`src/sv/hsr_isqrt.sv`:
```
`default_nettype none
module hsr_isqrt #(
	parameter int STEPS = 31,
	parameter int SIDE_W = 1
) (
	input  wire logic               clk,
	input  wire logic               arst_n,
	input  wire logic               en,
	input  wire logic               v_in,
	input  wire logic [2*STEPS-1:0] radicand,
	input  wire logic [SIDE_W-1:0]  side_in,
	output logic                    v_out,
	output logic [STEPS-1:0]        root,
	output logic [SIDE_W-1:0]       side_out
);
	localparam int RW = 2 * STEPS;

	logic [RW-1:0]     rem_s  [STEPS];
	logic [RW-1:0]     root_s [STEPS];
	logic              v_s    [STEPS];
	logic [SIDE_W-1:0] side_s [STEPS];

	// one result bit per stage, restoring digit recurrence
	for (genvar j = 0; j < STEPS; j++) begin : g_step
		localparam logic [RW-1:0] BIT = RW'(1) << (2 * (STEPS - 1 - j));
		logic [RW-1:0]     remp;
		logic [RW-1:0]     rootp;
		logic [RW-1:0]     trial;
		logic              vp;
		logic [SIDE_W-1:0] sp;

		if (j == 0) begin : g_head
			assign remp = radicand;
			assign rootp = '0;
			assign vp = v_in;
			assign sp = side_in;
		end else begin : g_tail
			assign remp = rem_s[j-1];
			assign rootp = root_s[j-1];
			assign vp = v_s[j-1];
			assign sp = side_s[j-1];
		end

		assign trial = rootp + BIT;

		always_ff @(posedge clk or negedge arst_n) begin
			if (!arst_n) v_s[j] <= 1'b0;
			else if (en) v_s[j] <= vp;
		end

		always_ff @(posedge clk) begin
			if (en) begin
				if (remp >= trial) begin
					rem_s[j] <= remp - trial;
					root_s[j] <= (rootp >> 1) + BIT;
				end else begin
					rem_s[j] <= remp;
					root_s[j] <= rootp >> 1;
				end
				side_s[j] <= sp;
			end
		end
	end

	assign v_out = v_s[STEPS-1];
	assign root = root_s[STEPS-1][STEPS-1:0];
	assign side_out = side_s[STEPS-1];

endmodule
`default_nettype wire

```
`config.mk`:
```
export PLATFORM = sky130hd
export DESIGN_NAME = hsr_isqrt
export DESIGN_NICKNAME = d
export VERILOG_FILES = /design/src/sv/hsr_isqrt.sv
export SDC_FILE = /design/constraint.sdc
export NUM_CORES = 2
export LEC_CHECK = 0
export BUFFER_PORTS_ARGS = -buffer_cell sky130_fd_sc_hd__buf_2
export CORE_UTILIZATION = 67
export DETAILED_ROUTE_END_ITERATION = 12
export PLACE_DENSITY = 0.81
export SETUP_SLACK_MARGIN = 0.05
export SYNTH_ARGS = -nofsm -noshare
export SYNTH_HDL_FRONTEND = slang
export SYNTH_SLANG_ARGS = --single-unit
```
`constraint.sdc`:
```
create_clock -name clk -period 5.95 [get_ports clk]
set_clock_uncertainty 0.1 [all_clocks]
set_input_delay 0.8925 -clock clk [delete_from_list [all_inputs] [get_ports clk]]
set_output_delay 0.8925 -clock clk [all_outputs]
set_load 0.02 [all_outputs]
```
==> flow_summary_export.csv <==
group,metric,value,unit
floorplan,io_pins,100,
worst_setup_path,cpMostUsedCell,"nand3_1",
power,power_density,387,nW/um^2
worst_setup_path,critPathMaxStageDelay,800,ps
detailed_routing,drt_pass1_iterations,10,
power,ir_drop,0.000354,V
global_routing,first_global_vias,73129,
clocking,h-tree-depth,4,
synth,synth.largest_area_cell,"edfxtp_1",
worst_setup_path,cp-start-kind,"register",
clocking,clock_latency,890,ps
clocking,cts_tree,"built",
timing,finalCriticalPeriod,4800,ps
synth,netlist_area,116000,sq um
global_routing,gr-usage-all-layers,0.343,
synth,postSynthCellCount,9225,
synth,synth-edff-count,2387,
synth,syn_nets,9817,
placed_design,place_inst,11491,
worst_setup_path,critPathMaxFanout,10,
floorplan,rows,152,
detailed_routing,drt_iter0_markers,9671,
timing,finalMaxSlewViolations,0,
synth,synth.area.top_cells,"edfxtp_1, ha_1, xor2_1",
worst_setup_path,cpMaxStageDelayCell,"nor4_2",
timing,rsz0062_at_grt,"no",
floorplan,fp.coreArea,172000,sq um
synth,synth_top_area_frac,0.620,
final_layout,num-nets-final,10011,
final_layout,final_layout_size_suffix_gt1_frac,0.0734,
clocking,cts-root-buf,"clkbuf_16",
final_layout,layout.cells.non_filler,11947,
final_layout,multi_input_area,40000,sq um
global_routing,grt-ovfl-total,0,
job,drv_cap,0,
synth,yosys_warnings,0,
final_layout,final_common_cell,"edfxtp_1",
status,status,"finished, final reports clean",
placed_design,routabilityCongestion,1.02,
timing,finalHoldViolations,0,
synth,avgSynthCellArea,12.5,sq um
floorplan,initial_utilization,0.674,
synth,synth.yosys.seq_area_share,0.627,
synth,ys_ff_latch,2418,
clocking,clk_path_buf_depth,3,
clocking,cts_buffers,235,
worst_setup_path,cp-end-kind,"register",
floorplan,dieArea,174000,sq um
worst_setup_path,critPathRequiredTime,6460,ps
final_layout,seqCellArea,72500,sq um
detailed_routing,post_drt_wl_per_cell,25.2,um
power,total_power,49000,uW
timing,slew_headroom,0.218,
detailed_routing,drc,0,
final_layout,area_growth,9.78,%
timing,min_period_over_period,0.807,
worst_setup_path,cp.arrival,5310,ps
timing,max_slew.worst_pin.slew,1170,ps
placed_design,hpwl,222000,um
worst_setup_path,crit_type,"reg -> reg",
global_routing,grt_pass1_wl,447000,um
worst_setup_path,r2r_slack,1150,ps
detailed_routing,wl,302000,um
synth,ys.flop_type,"edfxtp_1",
clocking,clock_sinks,2418,
timing,setup_viol,0,
worst_setup_path,worstPathCellList,"inv_1 -> ha_1 -> and4_1 -> nand4_1 -> nor4_1 -> a311oi_1 -> nor3b_1 -> a22oi_1 -> nand3_1 -> nor4_2 -> nand3_1 -> xnor2_1",
synth,ys_types,85,
floorplan,die-width,417,um
power,p_leak,0.0476,uW
detailed_routing,vias,76848,
global_routing,antenna_found_initial,17,
final_layout,fillers,11021,
placed_design,portBuffers,99,
min_path,hold_class,"in -> reg",
clocking,path_clk_slew,60,ps
detailed_routing,viasPerCell,6.43,
final_layout,finish.utilization,0.740,
global_routing,grt_max_degree,144,
timing,setup_tns,0,ps
detailed_routing,antenna_left,0,
synth,async_reset_ff_frac,0.0128,
final_layout,layout_common_cells,"edfxtp_1, nand2_1, inv_1",
floorplan,die_h,417,um
timing,max_freq,0.208,GHz
[what timing repair did]
action | CTS | global route
setup buffers | 0 | 0
hold buffers | 1 | 0
resized for setup | 0 | 0
endpoints found under the hold margin | 31 | 0
[where the power goes]
group / leakage, uW / switching, uW / internal, uW
registers: 0.0233 / 2170 / 21500
logic: 0.0204 / 6140 / 3920
clock network: 0.00382 / 6610 / 8670
[critical path: cells and delay by family, from the launching register on]
family                   cells  cell delay (ps)
AND/OR/NAND/NOR              7             2250
AO/OA/AOI/OAI                2              920
flip-flops                   1              590
adder cells (fa/ha/maj)      1              390
XOR/XNOR                     1              200
buffers and inverters        1               90
[worst paths after layout]
check | cells past startpoint | endpoint | from
hold reg to reg | 0 | side_s[1][13]$_DFFE_PP_ | side_s[1][12]$_DFFE_PP_
setup / recovery | 12 | rem_s[1][429]$_DFFE_PP_ | root_s[1][332]$_DFFE_PP_
hold / removal | 1 | side_s[0][0]$_DFFE_PP_ | side_in
max in group asynchronous | 2 | g_step[20].vp$_DFFE_PN0P_ | arst_n
min in group asynchronous | 2 | g_step[29].vp$_DFFE_PN0P_ | arst_n
setup reg to reg | 12 | rem_s[1][429]$_DFFE_PP_ | root_s[1][332]$_DFFE_PP_
[per-stage QoR]
stage	area, sq um	hold WS, ps	worst slack [ps]
6_report	127000	96.9	1150
3_3_place_gp	119000	301	1360
5_1_grt	127000	40.0	908
3_5_place_dp	119000	305	1370
2_1_floorplan	116000	300	920
4_1_cts	127000	13.8	1200
[cell type report]
cell class,instances,share of cell area
flip-flops and latches,2418,0.571
multi-input cells,5962,0.316
clock buffers,276,0.0482
well taps,2310,0.0228
inverters,642,0.0190
clock inverters,167,0.0148
repair buffers,160,0.00844
diodes,12,0.000237
[cells by family (layout without fill, tap and decap cells)]
group / count (synthesis) / in the layout / share of synthesized area
compound gates: 1694 / 1694 / 0.0907
xor+xnor: 827 / 827 / 0.0627
fa+ha+maj: 525 / 525 / 0.0568
buf+inv: 845 / 1245 / 0.0275
flops: 2418 / 2418 / 0.627
mux: 102 / 102 / 0.00983
other cells: 0 / 12 / 0
simple gates: 2814 / 2814 / 0.126
[registers in the layout, indices dropped and copies added (netlist names)]
register / flops
rem_s: 1860
root_s: 496
side_s: 31
g_step.vp: 30
v_out: 1
[synth_stat cells, drive strengths merged (99+ instances only)]
library cell and n:
xnor2 404, o21ai 489, nand4 149, nand2 683, inv 642, or3 109, nand2b 99, a21o 212
ha 525, nand3 158, nor2 553, nor3 287, o21a 116, xor2 423, nor4 332, clkbuf 185
a21oi 482, edfxtp 2387
[layer usage]
metal	GRT usage	vias to the layer above	routed length, um
met2	0.511	4117	132000
met3	0.105	701	36100
met1	0.478	37105	121000
met4	0.124	14	11800
met5	0.0114	-	480
li1	-	34911	-
Power figures use the tool's default switching activity.
