### src/sv/hsr_pkg.sv
`default_nettype none
package hsr_pkg;

	localparam int CORDIC_STAGES_DEF = 30;
	localparam int CW = 34;
	localparam int SQRT_STEPS = 31;
	localparam logic [22:0] RADIUS_RESET = 23'd6371000;
	localparam logic [31:0] PI_Q30 = 32'd3373259426;
	localparam logic [34:0] RANGE_MAX = '1;

	typedef logic signed [CW-1:0] q30_t;

	// atan(2^-i) in q30, rounded
	function automatic q30_t atan_q30(input int i);
		q30_t r;
		case (i)
			0: r = 34'sd843314857;
			1: r = 34'sd497837829;
			2: r = 34'sd263043837;
			3: r = 34'sd133525159;
			4: r = 34'sd67021687;
			5: r = 34'sd33543516;
			6: r = 34'sd16775851;
			7: r = 34'sd8388437;
			8: r = 34'sd4194283;
			9: r = 34'sd2097149;
			default: begin
				if (i <= 30) r = q30_t'(1) <<< (30 - i);
				else if (i == 31) r = 34'sd1;
				else r = '0;
			end
		endcase
		return r;
	endfunction

	// final x of vectoring (2^31, 0) through n stages, used for the gain constant
	function automatic longint cordic_gain_x(input int n);
		longint x;
		longint y;
		longint nx;
		int s;
		x = longint'(1) <<< 31;
		y = 0;
		for (int i = 0; i < n; i++) begin
			s = (i > 63) ? 63 : i;
			if (y >= 0) begin
				nx = x + (y >>> s);
				y = y - (x >>> s);
			end else begin
				nx = x - (y >>> s);
				y = y + (x >>> s);
			end
			x = nx;
		end
		return x;
	endfunction

	// q30 product, rounded half away from zero
	function automatic q30_t mul_q30(input q30_t a, input q30_t b);
		logic [32:0] ma;
		logic [32:0] mb;
		logic [65:0] p;
		q30_t r;
		ma = a[CW-1] ? 33'(-a) : 33'(a);
		mb = b[CW-1] ? 33'(-b) : 33'(b);
		p = 66'(ma) * 66'(mb) + (66'd1 << 29);
		r = q30_t'({1'b0, p[62:30]});
		return (a[CW-1] ^ b[CW-1]) ? -r : r;
	endfunction

endpackage
`default_nettype wire

### src/sv/hsr_rot_cordic.sv
`default_nettype none
module hsr_rot_cordic #(
	parameter int STAGES = hsr_pkg::CORDIC_STAGES_DEF,
	parameter int SIDE_W = 1,
	parameter hsr_pkg::q30_t X_INIT = '0
) (
	input  wire logic              clk,
	input  wire logic              arst_n,
	input  wire logic              en,
	input  wire logic              v_in,
	input  wire hsr_pkg::q30_t     z_in,
	input  wire logic [SIDE_W-1:0] side_in,
	output logic                   v_out,
	output hsr_pkg::q30_t          x_out,
	output hsr_pkg::q30_t          y_out,
	output logic [SIDE_W-1:0]      side_out
);
	import hsr_pkg::*;

	q30_t              x_s    [STAGES];
	q30_t              y_s    [STAGES];
	q30_t              z_s    [STAGES];
	logic              v_s    [STAGES];
	logic [SIDE_W-1:0] side_s [STAGES];

	for (genvar i = 0; i < STAGES; i++) begin : g_stage
		q30_t              xp;
		q30_t              yp;
		q30_t              zp;
		logic              vp;
		logic [SIDE_W-1:0] sp;

		if (i == 0) begin : g_head
			assign xp = X_INIT;
			assign yp = '0;
			assign zp = z_in;
			assign vp = v_in;
			assign sp = side_in;
		end else begin : g_tail
			assign xp = x_s[i-1];
			assign yp = y_s[i-1];
			assign zp = z_s[i-1];
			assign vp = v_s[i-1];
			assign sp = side_s[i-1];
		end

		always_ff @(posedge clk or negedge arst_n) begin
			if (!arst_n) v_s[i] <= 1'b0;
			else if (en) v_s[i] <= vp;
		end

		always_ff @(posedge clk) begin
			if (en) begin
				if (!zp[CW-1]) begin
					x_s[i] <= xp - (yp >>> i);
					y_s[i] <= yp + (xp >>> i);
					z_s[i] <= zp - atan_q30(i);
				end else begin
					x_s[i] <= xp + (yp >>> i);
					y_s[i] <= yp - (xp >>> i);
					z_s[i] <= zp + atan_q30(i);
				end
				side_s[i] <= sp;
			end
		end
	end

	assign v_out = v_s[STAGES-1];
	assign x_out = x_s[STAGES-1];
	assign y_out = y_s[STAGES-1];
	assign side_out = side_s[STAGES-1];

endmodule
`default_nettype wire

### config.mk
export PLATFORM = sky130hd
export DESIGN_NAME = hsr_rot_cordic
export DESIGN_NICKNAME = d
export VERILOG_FILES = /design/src/sv/hsr_pkg.sv /design/src/sv/hsr_rot_cordic.sv
export SDC_FILE = /design/constraint.sdc
export NUM_CORES = 1
export LEC_CHECK = 0
export BUFFER_PORTS_ARGS = -buffer_cell sky130_fd_sc_hd__buf_2
export CAP_MARGIN = 20
export CORE_ASPECT_RATIO = 0.75
export CORE_UTILIZATION = 51
export CTS_CLUSTER_DIAMETER = 120
export DETAILED_ROUTE_END_ITERATION = 10
export PLACE_DENSITY = 0.84
export SETUP_SLACK_MARGIN = 0.02
export SLEW_MARGIN = 20
export SYNTH_ARGS = -nofsm -noshare
export SYNTH_HDL_FRONTEND = slang
export SYNTH_SLANG_ARGS = --single-unit
### constraint.sdc
create_clock -name clk -period 2.04 [get_ports clk]
set_input_delay 0.612 -clock clk [delete_from_list [all_inputs] [get_ports clk]]
set_output_delay 0.612 -clock clk [all_outputs]
set_load 0.005 [all_outputs]
==> out/metrics.cfg, run 1 <==
[setup_path]
cp_cell_sequence=buf_2
crit_fanout=2
r2r_slack_ns=1.26
r2r_cells=1
crit_required_ns=1.43
cp_slowest_cell=dfrtp_1
criticalPathCategory=reg -> out
reg2reg_from=g_stage[5].vp
crit_arrival_ns=0.82
start_kind=register
r2r-end=g_stage[6].vp
cp_top_family=flip-flops
crit_buf_inv=1
setup.worst_path.end_class=output pin
slowest_delay_ns=0.37

[power]
irDropWorstVdd_uv=548.4
p_leak_nw=1.272
combinationalPowerShare_pct=14.6
internal-power_mw=2.569
p_switching_mw=0.7046
power.switching_fraction_pct=21.53
p_clk_share_pct=33.1
seqPwrFrac_pct=52.3
power_mw=3.273
power_density_nw_per_um2=1214

[global_routing]
use_met3_pct=9.172
grt_pass1_wl_mm=4.588
use_met1_pct=15.07
busiest_layer=met2
grt_pass1_vias=899
grt_max_degree=45
antenna_found_initial=0
grt_overflow_total=0
groute.usage.overall_pct=12.46
grt_use_met2_pct=15.83

[placement]
dpl.cell_count=226
dp_hpwl_mm=1.719
gp_congestion=0.6406
place_area_sq_um=2490
io_buffers=6

[clock_tree]
clk_path_buf_depth=2
insertion_delay_ns=0.33
cts-resized-gates=0
cts_tree=built
cts_setup_buffers=0
clkTransAtPathRegs_ns=0.06
cts_root_buf=clkbuf_8
cts_made_buffers=9
cts_num_sinks=60
holdBufCountCts=0
cts_max_level=3

[logic_synthesis]
yosysWarnings=0
syn_area_sq_um=2650
synth-edff-count=30
syn_inst=162
synth_seq_cells=60
synthMostInstantiatedCell=buf_4
yosysTopAreaCell=edfxtp_1
avgSynthCellArea_sq_um=16.36
ys_top_cells_by_count=buf_4 (68), dfrtp_1 (30), edfxtp_1 (30), mux2_4 (30), buf_6 (3)
synth_top_area_share_pct=33.99
ys_dominant_reg_cell=edfxtp_1
synth_cell_types=6
ys_seq_area_share_pct=62.32
synth_area_leaders=edfxtp_1 (34%), dfrtp_1 (28%), buf_4 (19%)
ys_async_sr_fraction_pct=50.00

[route]
drtIter0Drc=36
routed_wl_mm=2.905
vias=974
drt.antenna.violating_nets=0
viasPerCell=4.025
firstDrtPassIters=2
detail_route.wl_per_cell_um=12.00
drc=0

[finish]
nets=216
drive_above_1_share_pct=28.02
fin_area_sq_um=2696
nFillCells=396
n_antenna_cell=0
syn2layout_area_growth_pct=1.747
fin_cells=242

[timing]
worstMarginPinSlew_ns=0.6631
skew_ns=0.005793
rsz0062_at_grt=false
setup_violations=0
maxSlewViolCount=0
hold_viol=0
tns_ns=0
max_freq_mhz=696.1
slew-limit-headroom_pct=55.79
post-route-min-period_ns=1.437
fin_crit_sh_pct=70.42

[run_status]
outcome=completed

[floorplanning]
fp.dieW_um=85.24
dieHeight_um=64.43
initial_core_util_pct=53.48
io_pins=109
rows=22
die_area_sq_um=5491
core_area_sq_um=4955

[run]
drv_cap=0

[min_path]
hold_class=in -> async

[power groups by stage]
stage | Clock [mW] | Combinational (mW) | Sequential (mW)
final | 1.08 | 0.477 | 1.71
after detailed placement | 0 | 0.478 | 1.73
after global placement | 0 | 0.464 | 1.71
after floorplan | 0 | 0.513 | 1.68
after CTS | 1.13 | 0.481 | 1.72
after global routing | 1.18 | 0.519 | 1.75
[worst max-delay path by stage]
| stage | from | to | slack, ns | depth (start not counted) |
|---|---|---|---|---|
| 2_1_floorplan | en | g_stage[10].vp | 0.87 | 2 |
| 3_3_place_gp | en | g_stage[22].vp | 0.57 | 3 |
| 3_5_place_dp | en | g_stage[21].vp | 0.56 | 3 |
| 4_1_cts | v_out | v_out | 0.57 | 1 |
| 5_1_grt | v_out | v_out | 0.54 | 1 |
| 6_report | v_out | v_out | 0.60 | 1 |
[flip-flops by register name, indices dropped and copies added, names as in the netlist]
| name | flops |
|---|---|
| g_stage.vp | 29 |
| side_s | 30 |
| v_out | 1 |
[kinds of logic (layout without fill, tap and decap cells)]
logic type	Yosys count	count (layout)	synth area share [%]
DFF	60	60	62.32
buffers and inverters	71	24	20.54
muxes	30	30	17.00
other	1	68	0.1415
[per-layer routing]
metal	vias to the layer above	wire length [um]	part of all wire, %
met2	33	1305	45
li1	441	-	-
met1	496	1366	47
met5	-	0	0
met4	0	47	1.6
met3	4	186	6.4
[metrics by stage]
stage                     hold WS [ns]  utilization, %  worst slack [ns]
after detailed placement        0.4045           50.25            0.5556
after CTS                       0.3060           54.42            0.5660
final                           0.3101           54.42            0.6035
after global placement          0.4028           50.25            0.5686
after floorplan                 0.3164               -            0.8661
after global routing            0.3465           54.42            0.5414
[cell type report]
| type | count | area [sq um] | share of cell area [%] |
|---|---|---|---|
| clock buffer | 15 | 176.4 | 6.543 |
| sequential | 60 | 1652 | 61.25 |
| clock inverter | 1 | 30.03 | 1.114 |
| multi-input combinational | 98 | 705.7 | 26.17 |
| tap | 60 | 75.07 | 2.784 |
| timing repair buffer | 8 | 57.56 | 2.135 |
[placed cells by master, fill, tap and decap left out, drive strengths merged]
master / count
buf: 8
bufinv: 1
clkbuf: 15
conb: 68
dfrtp: 30
edfxtp: 30
mux2: 30
Power figures use the tool's default switching activity.
==> inputs of run 2 (changes only) <==
--- a/config.mk
+++ b/config.mk
@@ -8,10 +8,10 @@
 export BUFFER_PORTS_ARGS = -buffer_cell sky130_fd_sc_hd__buf_2
 export CAP_MARGIN = 20
 export CORE_ASPECT_RATIO = 0.75
-export CORE_UTILIZATION = 51
+export CORE_UTILIZATION = 48
 export CTS_CLUSTER_DIAMETER = 120
 export DETAILED_ROUTE_END_ITERATION = 10
-export PLACE_DENSITY = 0.84
+export PLACE_DENSITY = 0.8
 export SETUP_SLACK_MARGIN = 0.02
 export SLEW_MARGIN = 20
 export SYNTH_ARGS = -nofsm -noshare
==> constraint.sdc (replaced) <==
create_clock -name clk -period 1.5 [get_ports clk]
set_input_delay 0.45 -clock clk [delete_from_list [all_inputs] [get_ports clk]]
set_output_delay 0.45 -clock clk [all_outputs]
set_load 0.005 [all_outputs]
==> run 2 against run 1 <==
  * Sequential share of layout area barely moved
  * Power rose by 30%
  * Routed wire length fell by 6.9%
  * Core utilization fell by 3.7 points
  * Combinational power rose by 36%
  * Global-route usage fell by 1.3 points
  * Non-clock buffer count rose by 1
==> out/metrics.cfg, run 2 (synthesized netlist as in run 1, its figures left out) <==
[run_status]
outcome=completed  ; unchanged

[power]
p_leak_nw=1.267  ; was 1.272 nW
power_density_nw_per_um2=1575  ; was 1214 nW/um^2
irDropWorstVdd_uv=763.5  ; was 548.4 uV

[route]
wl_met1_mm=1.403  ; was 1.366 mm
dr_wl_met2_mm=1.068  ; was 1.305 mm
drtIter0Drc=50  ; was 36
viasPerCell=3.678  ; was 4.025
detail_route.wl_per_cell_um=10.49  ; was 12.00 um
routed_wl_mm=2.706  ; was 2.905 mm
drc=0  ; unchanged
dr.max_layer_used=met4  ; unchanged
vias=949  ; was 974
dr_wl_met3_um=188  ; was 186 um
firstDrtPassIters=3  ; was 2
drt.antenna.violating_nets=0  ; unchanged

[setup_path]
slowest_delay_ns=0.37  ; about the same
criticalPathCategory=reg -> out  ; unchanged
start_kind=register  ; unchanged
cp_top_family=flip-flops  ; unchanged
crit_fanout=2  ; unchanged
crit_required_ns=1.05  ; was 1.43 ns
cp_slowest_cell=dfrtp_1  ; unchanged
crit_buf_inv=1  ; unchanged
crit_arrival_ns=0.82  ; about the same
reg2reg_from=g_stage[15].vp  ; was g_stage[5].vp
setup.worst_path.end_class=output pin  ; unchanged
r2r_slack_ns=0.73  ; was 1.26 ns
cp_cell_sequence=buf_2  ; unchanged
r2r_cells=1  ; unchanged
r2r-end=g_stage[15].vp  ; was g_stage[6].vp

[floorplanning]
initial_core_util_pct=49.78  ; was 53.48%
fp.dieW_um=87.80  ; was 85.24 um
rows=23  ; was 22
die_area_sq_um=5825  ; was 5491 sq um
io_pins=109  ; unchanged
core_area_sq_um=5324  ; was 4955 sq um
dieHeight_um=66.35  ; was 64.43 um

[placement]
preCtsSetupSlack_ns=0.1674  ; was 0.5556 ns
gp_congestion=0.6269  ; was 0.6406
place_area_sq_um=2516  ; was 2490 sq um
io_buffers=6  ; unchanged
dp_hpwl_mm=1.617  ; was 1.719 mm

[timing]
tns_ns=0  ; unchanged
whs_ns=0.1277  ; was 0.3101 ns
post-route-min-period_ns=1.271
setup_ws_ns=0.2293  ; was 0.6035 ns
hold_viol=0  ; unchanged
setup_violations=0  ; unchanged
fin_crit_sh_pct=84.71
skew_ns=0.007613  ; was 0.005793 ns
maxSlewViolCount=0  ; unchanged
rsz0062_at_grt=false  ; unchanged
max_freq_mhz=787.0

[run]
drv_cap=0  ; unchanged

[clock_tree]
cts_tree=built  ; unchanged
insertion_delay_ns=0.32  ; was 0.33 ns
cts_made_buffers=9  ; unchanged
cts_max_level=3  ; unchanged
cts-resized-gates=0  ; unchanged
cts_setup_buffers=0  ; unchanged
clk_path_buf_depth=2  ; unchanged
holdBufCountCts=0  ; unchanged
cts_num_sinks=60  ; unchanged
clkTransAtPathRegs_ns=0.06  ; about the same
cts_root_buf=clkbuf_8  ; unchanged

[finish]
multi_input_comb_area_sq_um=705.7  ; unchanged
drive_above_1_share_pct=28.42  ; was 28.02%
top_register=side_s  ; unchanged
fin_util_pct=50.67  ; was 54.42%
largest_reg_flops=30  ; unchanged
final_cell_mix=conb_1 (68), mux2_4 (30), dfrtp_1 (30), edfxtp_1 (30), clkbuf_8 (12)  ; unchanged
n_antenna_cell=0  ; unchanged
mostFrequentLayoutCell=conb_1  ; unchanged
fin_area_sq_um=2698  ; was 2696 sq um
nFillCells=453  ; was 396
syn2layout_area_growth_pct=1.794  ; was 1.747%
seq_area_sq_um=1652  ; unchanged
nets=217  ; was 216

[global_routing]
grt_max_degree=37  ; was 45
grt_overflow_total=0  ; unchanged
grt_pass1_wl_mm=4.298  ; was 4.588 mm
grt_pass1_vias=851  ; was 899
groute.usage.overall_pct=11.18  ; was 12.46%
antenna_found_initial=0  ; unchanged

[min_path]
hold_class=in -> async  ; unchanged

[run 2: changes by cell type in the layout (fill, tap and decap cells not counted)]
| cell | previous run | this run |
|---|---|---|
| buf_4 | 1 | 2 |
| bufinv_16 | 1 | 0 |
| clkinv_2 | 0 | 1 |
[run 2: through the flow]
step           std cells  power (mW)
5_1_grt              258       4.500
4_1_cts              258       4.327
2_1_floorplan        229       2.980
3_3_place_gp         242       2.963
3_5_place_dp         242       2.998
6_report             258       4.248
[run 2: worst max path at each step]
| stage | depth (start not counted) | start | endpoint |
|---|---|---|---|
| finish | 1 | v_out | v_out |
| global route | 1 | v_out | v_out |
| CTS | 1 | v_out | v_out |
| detailed placement | 3 | en | g_stage[1].vp |
| global placement | 3 | en | g_stage[1].vp |
| floorplan | 2 | en | g_stage[10].vp |
[run 2: layer usage]
layer | global-route usage [%] | vias up
li1 | - | 442
met4 | 4.918 | 0
met2 | 12.40 | 29
met5 | 0 | -
met1 | 14.74 | 473
met3 | 9.363 | 5
[run 2: area by class of cell]
class | instances | area share [%]
Clock inverter | 1 | 0.1855
Sequential cell | 60 | 61.22
Multi-Input combinational cell | 98 | 26.16
Clock buffer | 15 | 6.540
Tap cell | 75 | 3.479
Timing Repair Buffer | 9 | 2.412
[run 2: power by group]
part | leakage (nW) | internal [mW] | switching (mW)
clock network | 0.0937 | 0.734 | 0.550
registers | 0.663 | 2.12 | 0.197
logic | 0.510 | 0.470 | 0.178
total | 1.27 | 3.32 | 0.925
==> inputs of run 3 (changes only) <==
--- a/config.mk
+++ b/config.mk
@@ -8,10 +8,10 @@
 export BUFFER_PORTS_ARGS = -buffer_cell sky130_fd_sc_hd__buf_2
 export CAP_MARGIN = 20
 export CORE_ASPECT_RATIO = 0.75
-export CORE_UTILIZATION = 48
+export CORE_UTILIZATION = 43
 export CTS_CLUSTER_DIAMETER = 120
 export DETAILED_ROUTE_END_ITERATION = 10
-export PLACE_DENSITY = 0.8
+export PLACE_DENSITY = 0.76
 export SETUP_SLACK_MARGIN = 0.02
 export SLEW_MARGIN = 20
 export SYNTH_ARGS = -nofsm -noshare
==> constraint.sdc (replaced) <==
create_clock -name clk -period 1.05 [get_ports clk]
set_input_delay 0.315 -clock clk [delete_from_list [all_inputs] [get_ports clk]]
set_output_delay 0.315 -clock clk [all_outputs]
set_load 0.005 [all_outputs]
==> run 3 against run 2 <==
  * The flow now finishes with violations (negative setup slack)
  * Power is 46% higher
  * Clock skew shrank 0.0011 ns
  * First-iteration DRC count is 2.0% higher
  * Routed wire length up 2.9%
  * Combinational power grew 49%
  * Core utilization shrank 3.8 points
  * Clock power rose by 49%
  * Setup slack got worse by 0.33 ns
  * Non-clock buffer count rose by 4
  * Sequential power is 43% higher
  * Final cell count increased by 2.7%
  * Count of clock-buffer cells in the layout down 5
==> out/metrics.cfg, run 3 (synthesized netlist as in run 1, its figures left out) <==
[power]
p_leak_nw=1.301  ; was 1.267 nW
p_clk_share_pct=30.9  ; was 30.2%
power_density_nw_per_um2=2242  ; was 1575 nW/um^2
internal-power_mw=4.804  ; was 3.323 mW
power.switching_fraction_pct=22.35  ; was 21.78%
seqPwrFrac_pct=53.5  ; was 54.5%
p_switching_mw=1.383  ; was 0.9252 mW
irDropWorstVdd_uv=845.2  ; was 763.5 uV
combinationalPowerShare_pct=15.6  ; was 15.3%
power_mw=6.187  ; was 4.248 mW

[route]
drc=0  ; unchanged
detail_route.wl_per_cell_um=10.51  ; was 10.49 um
routed_wl_mm=2.785  ; was 2.706 mm
drtIter0Drc=51  ; was 50
vias=988  ; was 949
firstDrtPassIters=3  ; unchanged
viasPerCell=3.728  ; was 3.678
drt.antenna.violating_nets=0  ; unchanged

[run_status]
outcome=complete, but fails checks  ; was completed
violations=negative setup slack

[finish]
fin_cells=265  ; was 258
top_register=side_s  ; unchanged
multi_input_comb_area_sq_um=705.7  ; unchanged
fin_area_sq_um=2760  ; was 2698 sq um
largest_reg_flops=30  ; unchanged
mostFrequentLayoutCell=conb_1  ; unchanged
n_antenna_cell=0  ; unchanged
final_cell_mix=conb_1 (68), mux2_4 (30), dfrtp_1 (30), edfxtp_1 (30), clkbuf_8 (9)  ; was conb_1 (68), mux2_4 (30), dfrtp_1 (30), edfxtp_1 (30), clkbuf_8 (12)
seq_area_sq_um=1652  ; unchanged
syn2layout_area_growth_pct=4.155  ; was 1.794%
nets=221  ; was 217
drive_above_1_share_pct=30.48  ; was 28.42%
nFillCells=523  ; was 453

[timing]
post-route-min-period_ns=1.149
fin_crit_sh_pct=109.4
maxSlewViolCount=0  ; unchanged
max_freq_mhz=870.4
rsz0062_at_grt=true  ; was false
hold_viol=0  ; unchanged
setup_violations=2  ; was 0
skew_ns=0.006464  ; was 0.007613 ns
setup_ws_ns=-0.09896  ; was 0.2293 ns
tns_ns=-0.1730  ; was 0 ns

[min_path]
hold_end=side_s[0][0]
hold_class=in -> reg  ; was in -> async
holdPathStages=1
hp-start=side_in

[setup_path]
crit_required_ns=0.73  ; was 1.05 ns
crit_fanout=2  ; unchanged
cp_cell_sequence=buf_2  ; unchanged
cp_slowest_cell=dfrtp_1  ; unchanged
cp_top_family=flip-flops  ; unchanged
reg2reg_from=v_out  ; was g_stage[15].vp
start_kind=register  ; unchanged
slowest_delay_ns=0.38  ; was 0.37 ns
crit_buf_inv=1  ; unchanged
r2r-end=v_out  ; was g_stage[15].vp
r2r_slack_ns=0.06  ; was 0.73 ns
crit_arrival_ns=0.83  ; was 0.82 ns
setup.worst_path.end_class=output pin  ; unchanged
criticalPathCategory=reg -> out  ; unchanged
r2r_cells=3  ; was 1

[floorplanning]
initial_core_util_pct=45.03  ; was 49.78%
fp.dieW_um=92.65  ; was 87.80 um
dieHeight_um=69.99  ; was 66.35 um
die_area_sq_um=6484  ; was 5825 sq um
core_area_sq_um=5886  ; was 5324 sq um
io_pins=109  ; unchanged
rows=24  ; was 23

[clock_tree]
clkTransAtPathRegs_ns=0.06  ; about the same
cts_max_level=3  ; unchanged
cts-resized-gates=0  ; unchanged
cts_tree=built  ; unchanged
cts_made_buffers=9  ; unchanged
clk_path_buf_depth=2  ; unchanged
cts_root_buf=clkbuf_8  ; unchanged
cts_num_sinks=60  ; unchanged
insertion_delay_ns=0.33  ; was 0.32 ns

[placement]
io_buffers=6  ; unchanged
gp_congestion=0.6156  ; was 0.6269
dp_hpwl_mm=1.687  ; was 1.617 mm
dpl.cell_count=246  ; was 242
place_area_sq_um=2552  ; was 2516 sq um

[global_routing]
groute.usage.overall_pct=10.39  ; was 11.18%
grt_overflow_total=0  ; unchanged
grt_pass1_vias=965  ; was 851
grt_max_degree=32  ; was 37
grt_pass1_wl_mm=4.692  ; was 4.298 mm
antenna_found_initial=0  ; unchanged

[run]
drv_cap=0  ; unchanged

-- run 3: cell types whose count changed in the layout (fill, tap and decap cells not counted) --
cell	before	now
bufinv_16	0	1
buf_12	1	3
dlygate4sd3_1	0	1
clkbuf_8	12	9
clkinv_2	1	5
buf_4	2	3
clkbuf_1	3	1
-- run 3: how the worst max path moves through the flow --
stage | from | end | slack, ns | depth (start not counted)
after floorplan | en | g_stage[10].vp | 0.17 | 2
after global placement | en | g_stage[21].vp | -0.07 | 3
after detailed placement | en | g_stage[5].vp | -0.08 | 3
after CTS | v_out | v_out | -0.12 | 1
after global routing | v_out | v_out | -0.15 | 1
final | v_out | v_out | -0.1 | 1
-- run 3: per-layer routing --
layer  vias up  wire length (um)  GRT usage (%)
li1        452                 -              -
met1       496              1366          13.11
met2        34              1171          12.51
met3         6               199          8.170
met4         0                48          5.128
met5         -                 0              0
-- run 3: through the flow --
step	worst slack (ns)	util (%)	hold WS, ns
2_1_floorplan	0.1731	-	0.01941
3_3_place_gp	-0.06929	43.37	0.2754
3_5_place_dp	-0.07842	43.37	0.2834
4_1_cts	-0.1204	46.77	0.1333
5_1_grt	-0.1479	46.90	0.1229
6_report	-0.09896	46.90	0.1565
-- run 3: layout make-up --
class	count	share of cell area (%)
tap	78	3.536
sequential	60	59.84
clock inverter	6	1.995
timing repair buffer	13	4.442
multi-input combinational	98	25.57
clock buffer	10	4.624
-- run 3: timing repair --
action,in CTS,in global routing
setup endpoints to repair,2,2
endpoints found under the hold margin,30,0
hold buffers,1,0
buffers inserted,1,1
-- run 3: power groups by stage --
stage / clock, mW / sequential [mW] / combinational (mW)
4_1_cts: 1.99 / 3.32 / 0.962
6_report: 1.91 / 3.31 / 0.966
3_3_place_gp: 0 / 3.33 / 0.917
3_5_place_dp: 0 / 3.35 / 0.943
2_1_floorplan: 0 / 3.26 / 0.997
5_1_grt: 2.10 / 3.39 / 1.06
